<file path="src/sv/rle8_pkg.sv">
// Shared types and constants for the 8-bit run-length bitmap decoder.
// No dependencies; all other files but rle8_palette refer to it by scoped names.
package rle8_pkg;

   // Input operation codes.
   localparam logic [1:0] OP_STREAM  = 2'd0;
   localparam logic [1:0] OP_PALETTE = 2'd1;
   localparam logic [1:0] OP_FRAME   = 2'd2;

   // Result kinds.
   localparam logic [1:0] KIND_PIXELS = 2'd0;
   localparam logic [1:0] KIND_MOVE   = 2'd1;
   localparam logic [1:0] KIND_END    = 2'd2;

   // Configuration register indexes.
   localparam logic [1:0] CSR_FRAME_HEIGHT = 2'd0;
   localparam logic [1:0] CSR_ORIGIN_X     = 2'd1;
   localparam logic [1:0] CSR_ORIGIN_Y     = 2'd2;

   localparam int FRAME_HEIGHT_RESET = 240;

   // One decoded result as it leaves the decoder, before the palette colour is known.
   typedef struct packed {
      logic        valid;
      logic [1:0]  kind;
      logic [10:0] pos_x;
      logic [10:0] pos_y;
      logic [7:0]  run_count;
      logic        use_palette;
   } result_type;

endpackage

</file>
<file path="src/sv/rle8_palette.sv">
// Palette memory: one write port and one registered read port.
// Depends on nothing but its parameters.
module rle8_palette #(
   parameter int DEPTH = 256
) (
   input  logic                     clock,
   input  logic                     wr_en,
   input  logic [$clog2(DEPTH)-1:0] wr_addr,
   input  logic [15:0]              wr_data,
   input  logic                     rd_en,
   input  logic [$clog2(DEPTH)-1:0] rd_addr,
   output logic [15:0]              rd_data
);

   logic [15:0] mem [DEPTH];
   logic [15:0] rd_data_ff;

   always_ff @(posedge clock) begin
      if (wr_en) begin
         mem[wr_addr] <= wr_data;
      end
   end

   always_ff @(posedge clock) begin
      if (rd_en) begin
         rd_data_ff <= mem[rd_addr];
      end
   end

   assign rd_data = rd_data_ff;

endmodule

</file>
<file path="src/sv/rle8_fsm.sv">
// Stream parser: phase, cursor and literal counters, and result formation.
// Depends on rle8_pkg for operation codes, result kinds and the result struct.
module rle8_fsm #(
   parameter int COORD_BITS = 10
) (
   input  logic                 clock,
   input  logic                 reset,
   input  logic                 accept,
   input  logic [1:0]           operation,
   input  logic [7:0]           stream_byte,
   input  logic [10:0]          frame_height,
   input  logic [9:0]           origin_x,
   input  logic [9:0]           origin_y,
   output rle8_pkg::result_type result
);

   localparam logic [2:0] PH_COUNT  = 3'd0;
   localparam logic [2:0] PH_ESC    = 3'd1;
   localparam logic [2:0] PH_COLOUR = 3'd2;
   localparam logic [2:0] PH_DX     = 3'd3;
   localparam logic [2:0] PH_DY     = 3'd4;
   localparam logic [2:0] PH_LIT    = 3'd5;
   localparam logic [2:0] PH_PAD    = 3'd6;
   localparam logic [2:0] PH_END    = 3'd7;

   localparam int FH_W  = (COORD_BITS > 11) ? COORD_BITS : 11;
   localparam int SUM_W = ((COORD_BITS > 10) ? COORD_BITS : 10) + 1;
   localparam logic [FH_W-1:0] RESET_Y = FH_W'(rle8_pkg::FRAME_HEIGHT_RESET - 1);

   logic [2:0]            phase_ff, phase_in;
   logic [COORD_BITS-1:0] cursor_x_ff, cursor_x_in;
   logic [COORD_BITS-1:0] cursor_y_ff, cursor_y_in;
   logic [7:0]            pending_ff, pending_in;
   logic                  pad_ff, pad_in;

   logic [FH_W-1:0]       bottom_row;
   logic [7:0]            pending_dec;
   logic [COORD_BITS-1:0] sel_x, sel_y;
   logic [SUM_W-1:0]      sum_x, sum_y;

   assign bottom_row  = FH_W'(frame_height) - FH_W'(1);
   assign pending_dec = pending_ff - 8'd1;

   always_comb begin
      phase_in    = phase_ff;
      cursor_x_in = cursor_x_ff;
      cursor_y_in = cursor_y_ff;
      pending_in  = pending_ff;
      pad_in      = pad_ff;
      result      = '0;

      if (accept && operation == rle8_pkg::OP_FRAME) begin
         phase_in    = PH_COUNT;
         cursor_x_in = '0;
         cursor_y_in = bottom_row[COORD_BITS-1:0];
         pending_in  = '0;
         pad_in      = 1'b0;
      end else if (accept && operation == rle8_pkg::OP_STREAM) begin
         unique case (phase_ff)
            PH_COUNT: begin
               if (stream_byte == 8'd0) begin
                  phase_in = PH_ESC;
               end else begin
                  pending_in = stream_byte;
                  phase_in   = PH_COLOUR;
               end
            end
            PH_COLOUR: begin
               result.valid       = 1'b1;
               result.kind        = rle8_pkg::KIND_PIXELS;
               result.run_count   = pending_ff;
               result.use_palette = 1'b1;
               cursor_x_in        = cursor_x_ff + COORD_BITS'(pending_ff);
               pending_in         = '0;
               phase_in           = PH_COUNT;
            end
            PH_ESC: begin
               if (stream_byte == 8'd0) begin
                  // End of line: back to column 0 one row up the image.
                  cursor_x_in  = '0;
                  cursor_y_in  = cursor_y_ff - COORD_BITS'(1);
                  phase_in     = PH_COUNT;
                  result.valid = 1'b1;
                  result.kind  = rle8_pkg::KIND_MOVE;
               end else if (stream_byte == 8'd1) begin
                  phase_in     = PH_END;
                  result.valid = 1'b1;
                  result.kind  = rle8_pkg::KIND_END;
               end else if (stream_byte == 8'd2) begin
                  phase_in = PH_DX;
               end else begin
                  pending_in = stream_byte;
                  pad_in     = stream_byte[0];
                  phase_in   = PH_LIT;
               end
            end
            PH_DX: begin
               cursor_x_in = cursor_x_ff + COORD_BITS'(stream_byte);
               phase_in    = PH_DY;
            end
            PH_DY: begin
               cursor_y_in  = cursor_y_ff - COORD_BITS'(stream_byte);
               phase_in     = PH_COUNT;
               result.valid = 1'b1;
               result.kind  = rle8_pkg::KIND_MOVE;
            end
            PH_LIT: begin
               result.valid       = 1'b1;
               result.kind        = rle8_pkg::KIND_PIXELS;
               result.run_count   = 8'd1;
               result.use_palette = 1'b1;
               cursor_x_in        = cursor_x_ff + COORD_BITS'(1);
               pending_in         = pending_dec;
               if (pending_dec == 8'd0) begin
                  phase_in = pad_ff ? PH_PAD : PH_COUNT;
               end
            end
            PH_PAD: begin
               pad_in   = 1'b0;
               phase_in = PH_COUNT;
            end
            PH_END: begin
               phase_in = PH_END;
            end
         endcase
      end

      // Cursor moves report where the cursor lands; runs report their first pixel.
      sel_x = (result.kind == rle8_pkg::KIND_MOVE) ? cursor_x_in : cursor_x_ff;
      sel_y = (result.kind == rle8_pkg::KIND_MOVE) ? cursor_y_in : cursor_y_ff;
      sum_x = SUM_W'(sel_x) + SUM_W'(origin_x);
      sum_y = SUM_W'(sel_y) + SUM_W'(origin_y);
      result.pos_x = sum_x[10:0];
      result.pos_y = sum_y[10:0];
   end

   always_ff @(posedge clock) begin
      if (reset) begin
         phase_ff    <= PH_COUNT;
         cursor_x_ff <= '0;
         cursor_y_ff <= RESET_Y[COORD_BITS-1:0];
         pending_ff  <= '0;
         pad_ff      <= 1'b0;
      end else begin
         phase_ff    <= phase_in;
         cursor_x_ff <= cursor_x_in;
         cursor_y_ff <= cursor_y_in;
         pending_ff  <= pending_in;
         pad_ff      <= pad_in;
      end
   end

endmodule

</file>
<file path="src/sv/rle8_bitmap_decoder.sv">
// Top level of the 8-bit run-length bitmap decoder. A result caused by a stream
// byte is held in stage one while its registered palette read completes, and
// then in the output register until its transfer. One input transfer is
// taken every cycle while the output side keeps up. Synchronous active-high
// reset clears the parser, the pipeline valids and the configuration registers;
// the palette memory is not cleared and must be loaded before use.
module rle8_bitmap_decoder #(
   parameter int COORD_BITS    = 10,
   parameter int PALETTE_DEPTH = 256
) (
   input  logic        clock,
   input  logic        reset,

   input  logic        req_valid,
   output logic        req_stall,
   input  logic [1:0]  req_operation,
   input  logic [7:0]  req_stream_byte,
   input  logic [7:0]  req_palette_index,
   input  logic [15:0] req_palette_colour,

   output logic        rsp_valid,
   input  logic        rsp_stall,
   output logic [1:0]  rsp_kind,
   output logic [10:0] rsp_pos_x,
   output logic [10:0] rsp_pos_y,
   output logic [7:0]  rsp_run_count,
   output logic [15:0] rsp_colour,

   input  logic        csr_valid,
   output logic        csr_ready,
   input  logic [1:0]  csr_index,
   input  logic [10:0] csr_wdata
);

   localparam int PAL_AW = $clog2(PALETTE_DEPTH);

   // Configuration registers. Writes are always taken; index 3 is ignored.
   logic [10:0] frame_height_ff;
   logic [9:0]  origin_x_ff;
   logic [9:0]  origin_y_ff;

   assign csr_ready = 1'b1;

   always_ff @(posedge clock) begin
      if (reset) begin
         frame_height_ff <= 11'(rle8_pkg::FRAME_HEIGHT_RESET);
         origin_x_ff     <= '0;
         origin_y_ff     <= '0;
      end else if (csr_valid && csr_ready) begin
         case (csr_index)
            rle8_pkg::CSR_FRAME_HEIGHT: frame_height_ff <= csr_wdata;
            rle8_pkg::CSR_ORIGIN_X:     origin_x_ff     <= csr_wdata[9:0];
            rle8_pkg::CSR_ORIGIN_Y:     origin_y_ff     <= csr_wdata[9:0];
            default: ;
         endcase
      end
   end

   // Pipeline control. Stage one holds a decoded result while its palette read
   // completes; the output register holds a finished result until the transfer.
   // Stage one drains whenever the output register is empty or being emptied,
   // so an input transfer is refused only when both stages are full and stalled.
   logic                 req_accept;
   logic                 s1_valid_ff, s1_valid_in;
   logic                 s1_move;
   rle8_pkg::result_type dec_result;
   rle8_pkg::result_type s1_ff;
   logic [15:0]          pal_rd_data;
   logic                 rsp_valid_ff, rsp_valid_in;
   logic [1:0]           rsp_kind_ff;
   logic [10:0]          rsp_pos_x_ff, rsp_pos_y_ff;
   logic [7:0]           rsp_run_count_ff;
   logic [15:0]          rsp_colour_ff;

   assign s1_move    = s1_valid_ff && (!rsp_valid_ff || !rsp_stall);
   assign req_stall  = s1_valid_ff && rsp_valid_ff && rsp_stall;
   assign req_accept = req_valid && !req_stall;

   rle8_fsm #(
      .COORD_BITS(COORD_BITS)
   ) u_fsm (
      .clock        (clock),
      .reset        (reset),
      .accept       (req_accept),
      .operation    (req_operation),
      .stream_byte  (req_stream_byte),
      .frame_height (frame_height_ff),
      .origin_x     (origin_x_ff),
      .origin_y     (origin_y_ff),
      .result       (dec_result)
   );

   // The read address is the stream byte itself; its data lines up with stage one.
   rle8_palette #(
      .DEPTH(PALETTE_DEPTH)
   ) u_palette (
      .clock   (clock),
      .wr_en   (req_accept && req_operation == rle8_pkg::OP_PALETTE),
      .wr_addr (req_palette_index[PAL_AW-1:0]),
      .wr_data (req_palette_colour),
      .rd_en   (req_accept && req_operation == rle8_pkg::OP_STREAM),
      .rd_addr (req_stream_byte[PAL_AW-1:0]),
      .rd_data (pal_rd_data)
   );

   always_comb begin
      s1_valid_in = s1_valid_ff;
      if (req_accept) begin
         s1_valid_in = dec_result.valid;
      end else if (s1_move) begin
         s1_valid_in = 1'b0;
      end
   end

   always_comb begin
      rsp_valid_in = rsp_valid_ff;
      if (s1_move) begin
         rsp_valid_in = 1'b1;
      end else if (rsp_valid_ff && !rsp_stall) begin
         rsp_valid_in = 1'b0;
      end
   end

   always_ff @(posedge clock) begin
      if (reset) begin
         s1_valid_ff  <= 1'b0;
         rsp_valid_ff <= 1'b0;
      end else begin
         s1_valid_ff  <= s1_valid_in;
         rsp_valid_ff <= rsp_valid_in;
      end
   end

   always_ff @(posedge clock) begin
      if (req_accept) begin
         s1_ff <= dec_result;
      end
   end

   // Cursor moves and the end marker carry a zero colour.
   always_ff @(posedge clock) begin
      if (s1_move) begin
         rsp_kind_ff      <= s1_ff.kind;
         rsp_pos_x_ff     <= s1_ff.pos_x;
         rsp_pos_y_ff     <= s1_ff.pos_y;
         rsp_run_count_ff <= s1_ff.run_count;
         rsp_colour_ff    <= s1_ff.use_palette ? pal_rd_data : 16'd0;
      end
   end

   assign rsp_valid     = rsp_valid_ff;
   assign rsp_kind      = rsp_kind_ff;
   assign rsp_pos_x     = rsp_pos_x_ff;
   assign rsp_pos_y     = rsp_pos_y_ff;
   assign rsp_run_count = rsp_run_count_ff;
   assign rsp_colour    = rsp_colour_ff;

endmodule

</file>
<file path="config.mk">
export PLATFORM = sky130hd
export DESIGN_NAME = rle8_bitmap_decoder
export DESIGN_NICKNAME = d
export VERILOG_FILES = /design/src/sv/rle8_pkg.sv /design/src/sv/rle8_palette.sv /design/src/sv/rle8_fsm.sv /design/src/sv/rle8_bitmap_decoder.sv
export SDC_FILE = /design/constraint.sdc
export NUM_CORES = 2
export LEC_CHECK = 0
export BUFFER_PORTS_ARGS = -buffer_cell sky130_fd_sc_hd__buf_2
export CAP_MARGIN = 20
export CORE_MARGIN = 3
export CORE_UTILIZATION = 30
export CTS_CLUSTER_DIAMETER = 40
export DETAILED_ROUTE_END_ITERATION = 10
export PLACE_DENSITY = 0.53
export SYNTH_ARGS = -nofsm -noshare
export SYNTH_HDL_FRONTEND = slang
export SYNTH_SLANG_ARGS = --single-unit
</file>
<file path="constraint.sdc">
create_clock -name clock -period 5.75 [get_ports clock]
set_input_delay 0.2875 -clock clock [delete_from_list [all_inputs] [get_ports clock]]
set_output_delay 0.2875 -clock clock [all_outputs]
set_load 0.02 [all_outputs]
</file>
==> impl_metrics.py <==
metrics = {
    "power": {
        "power_density_nw_per_um2": 371,
        "p_int_mw": 57.0,
        "swShare_pct": 22.1,
        "clkPwrFrac_pct": 48.6,
        "seq_power_share_pct": 46.7,
        "power.leakage_nw": 62.2,
        "switching_power_mw": 16.2,
        "pwr-share-comb_pct": 4.7,
        "peakVddDrop_uv": 295,
    },
    "logic_synthesis": {
        "synth-edff-count": 4193,
        "synth_area_leaders": "edfxtp_1 76%, mux4_2 15%, mux2i_1 1.5%",
        "ys_ff_latch": 4257,
        "ys_warn_count": 0,
        "synthArstFlopShare_pct": 0,
        "synth_area_um2": 165000,
        "synth_top_area_share_pct": 76.2,
        "postSynthCellCount": 7474,
        "yosysMostFrequentCell": "edfxtp_1",
        "synth_fp_nets": 7571,
        "synth-main-ff-cell": "edfxtp_1",
        "ys_top_cells_by_count": "4,193 x edfxtp_1, 1,136 x mux4_2, 408 x nor2_1",
        "synth_area_leader_cell": "edfxtp_1",
        "ys_seq_area_share_pct": 77.0,
        "avgSynthCellArea_um2": 22.1,
        "yosysUniqueCellTypes": 75,
    },
    "grt": {
        "grt_antenna_before_repair": 53,
        "grt-ovfl-total": 0,
        "grt_pass1_vias": 83139,
        "grt.met1_usage_pct": 23.1,
        "grt_pass1_wl_mm": 658,
        "grt_max_degree": 209,
        "met3_usage_pct": 3.30,
        "use_met2_pct": 26.0,
        "busiest_layer": "met2",
        "track_usage_pct": 16.4,
    },
    "setup_path": {
        "r2r_setup_slack_ns": 1.14,
        "r2r-end": "u_palette.mem[50][15]",
        "crit_arrival_ns": 5.31,
        "cp-end-kind": "flip-flop",
        "worstSetupStartpointType": "flip-flop",
        "r2r_start": "rsp_valid",
        "crit_required_ns": 6.44,
        "reg2regPathDepth": 8,
        "worstPathMaxFanout": 16,
        "critPathKind": "flip-flop to flip-flop",
    },
    "cts": {
        "post-cts-setup-buffers": 0,
        "clk_pin_slew_ns": 0.05,
        "cts_made_buffers": 565,
        "clkLatencyLatePin_ns": 1.03,
        "clock_path_buffers": 4,
        "cts_resized": 0,
        "clkSinkCount": 4257,
        "h-tree-depth": 6,
        "clock-root-buffer": "clkbuf_16",
        "cts_tree": "done",
    },
    "timing": {
        "fin_skew_ns": 0.0592,
        "hold_viol": 0,
        "worst_pin_slew_ns": 1.50,
        "rsz0062_at_grt": "no",
        "setup_viol": 0,
        "maxSlewHeadroom_pct": 0.0828,
        "period_minus_slack_ns": 4.61,
        "holdWs_ns": 0.132,
        "period_share_pct": 80.3,
        "tns_ns": 0,
        "drv_slew": 0,
        "fmax_mhz": 217,
    },
    "detailed_routing": {
        "first_iter_violations": 10229,
        "avgViaCountPerCell": 5.19,
        "ant_nets": 0,
        "first_pass_iters": 6,
        "vias": 82592,
        "wl_mm": 473,
        "wire_per_inst_um": 29.7,
        "route.detailed.drc": 0,
    },
    "finish": {
        "drive_above_1_share_pct": 31.6,
        "nets": 8318,
        "fillers": 49710,
        "area_growth_pct": 19.5,
    },
    "floorplan": {
        "rows": 271,
        "die_x_um": 748,
        "pin_count": 103,
        "start_util_pct": 30.2,
        "die_h_um": 748,
        "die_area_um2": 560000,
        "core_um2": 547000,
    },
    "worst_hold_path": {
        "hold_path.startpoint": "req_palette_index[5]",
        "worstHoldEndpoint": "u_palette.mem[251][15]",
        "holdPathStages": 4,
        "holdCritPathClass": "input pin to flip-flop",
    },
    "placement": {
        "routabilityCongestion": 0.829,
        "dpl.hpwl_mm": 281,
        "portBuffers": 100,
    },
    "status": {
        "status": "finished clean",
    },
    "flow_run": {
        "drv_cap": 0,
    },
}
-- power groups by stage --
stage                     logic (mW)  clock network, mW  registers, mW
after floorplan                 1.72                  0           34.8
after global placement          3.38                  0           34.8
after detailed placement        3.43                  0           34.8
after CTS                       3.47               36.2           34.2
after global routing            3.60               37.5           34.2
final                           3.42               35.6           34.2
-- final cells by class --
type | count | area, um^2 | area share (%)
repair buffers | 587 | 5310 | 2.69
multi-input cells | 2776 | 36300 | 18.4
diodes | 12 | 30.0 | 0.0152
clock buffers | 619 | 14400 | 7.31
well taps | 7234 | 9050 | 4.58
clock inverters | 410 | 4950 | 2.51
flip-flops and latches | 4257 | 127000 | 64.4
inverters | 34 | 155 | 0.0786
-- metrics by stage --
stage          power, mW  utilization [%]  worst slack, ns  cells  instance area [um^2]
4_1_cts             73.9             36.1             1.20  15904                197000
2_1_floorplan       36.5                -             1.33   7474                165000
3_5_place_dp        38.3             32.4             1.12  14827                177000
3_3_place_gp        38.2             32.4             1.05  14807                177000
6_report            73.2             36.1             1.14  15929                197000
5_1_grt             75.3             36.1            0.985  15919                197000
-- critical path, cell delays in order (launching register included) --
cell	delay [ns]
dfxtp_1	0.35
nand3_1	0.11
nand2_1	0.12
inv_1	0.43
nand3b_1	0.55
nor3_2	0.61
nand3_1	0.70
nor2_1	1.07
buf_4	0.36
-- state kept, by name, summed over array words and instances, names as in the netlist, 2 cells and up --
signal,count
u_palette.mem,4096
s1_ff,33
rsp_colour,16
u_palette.rd_data,16
rsp_pos_x,11
rsp_pos_y,11
frame_height_ff,10
origin_x_ff,10
origin_y_ff,10
u_fsm.cursor_x_ff,10
u_fsm.cursor_y_ff,10
rsp_run_count,8
u_fsm.pending_ff,8
u_fsm.phase_ff,3
rsp_kind,2
-- kinds of logic after synthesis --
| family | count (synthesis) | synth area share (%) |
|---|---|---|
| other cells | 1 | 0.00227 |
| compound gates | 506 | 2.03 |
| buf+inv | 441 | 1.34 |
| fa+ha+maj | 45 | 0.359 |
| simple gates | 794 | 2.09 |
| xor+xnor | 39 | 0.207 |
| mux | 1391 | 17.0 |
| flops | 4257 | 77.0 |
-- routing by layer --
metal / routed length (um) / share of wire, %
met5: 111 / 0.023
met4: 13300 / 2.8
met3: 40700 / 8.6
met2: 222000 / 47
met1: 196000 / 42
-- timing repair --
| item | 4_1_cts | 5_1_grt |
|---|---|---|
| hold buffers | 48 | 0 |
| endpoints found under the setup margin | 0 | 0 |
| hold endpoints to repair | 1445 | 0 |
-- worst max-delay path by stage --
stage	start	endpoint	slack (ns)	depth (start not counted)
after floorplan	rsp_valid	rsp_colour[0]	1.33	1
after global placement	req_stream_byte[6]	s1_ff[19]	1.05	17
after detailed placement	rsp_stall	u_palette.mem[50][3]	1.12	9
after CTS	rsp_valid	u_palette.mem[50][15]	1.20	8
after global routing	u_fsm.phase_ff[1]	s1_ff[29]	0.98	16
final	rsp_valid	u_palette.mem[50][15]	1.14	8
-- cell usage in the layout (no fill, tap or decap), drive strengths merged, types with 27 or more instances in the layout --
cell type | netlist | final
a22oi | 34 | 34
dlygate4sd3 | 0 | 48
nand2 | 193 | 193
nor3 | 38 | 38
o21ai | 108 | 108
clkinv | 1 | 203
ha | 41 | 41
edfxtp | 4193 | 4193
nor2 | 408 | 408
dfxtp | 64 | 64
clkinvlp | 0 | 61
bufinv | 0 | 71
clkbuf | 168 | 619
mux4 | 1136 | 1136
o221ai | 42 | 42
a21oi | 106 | 106
buf | 239 | 539
and2 | 30 | 30
mux2i | 254 | 254
nor2b | 27 | 27
o22ai | 59 | 59
inv | 33 | 109
Power figures use the tool's default switching activity.
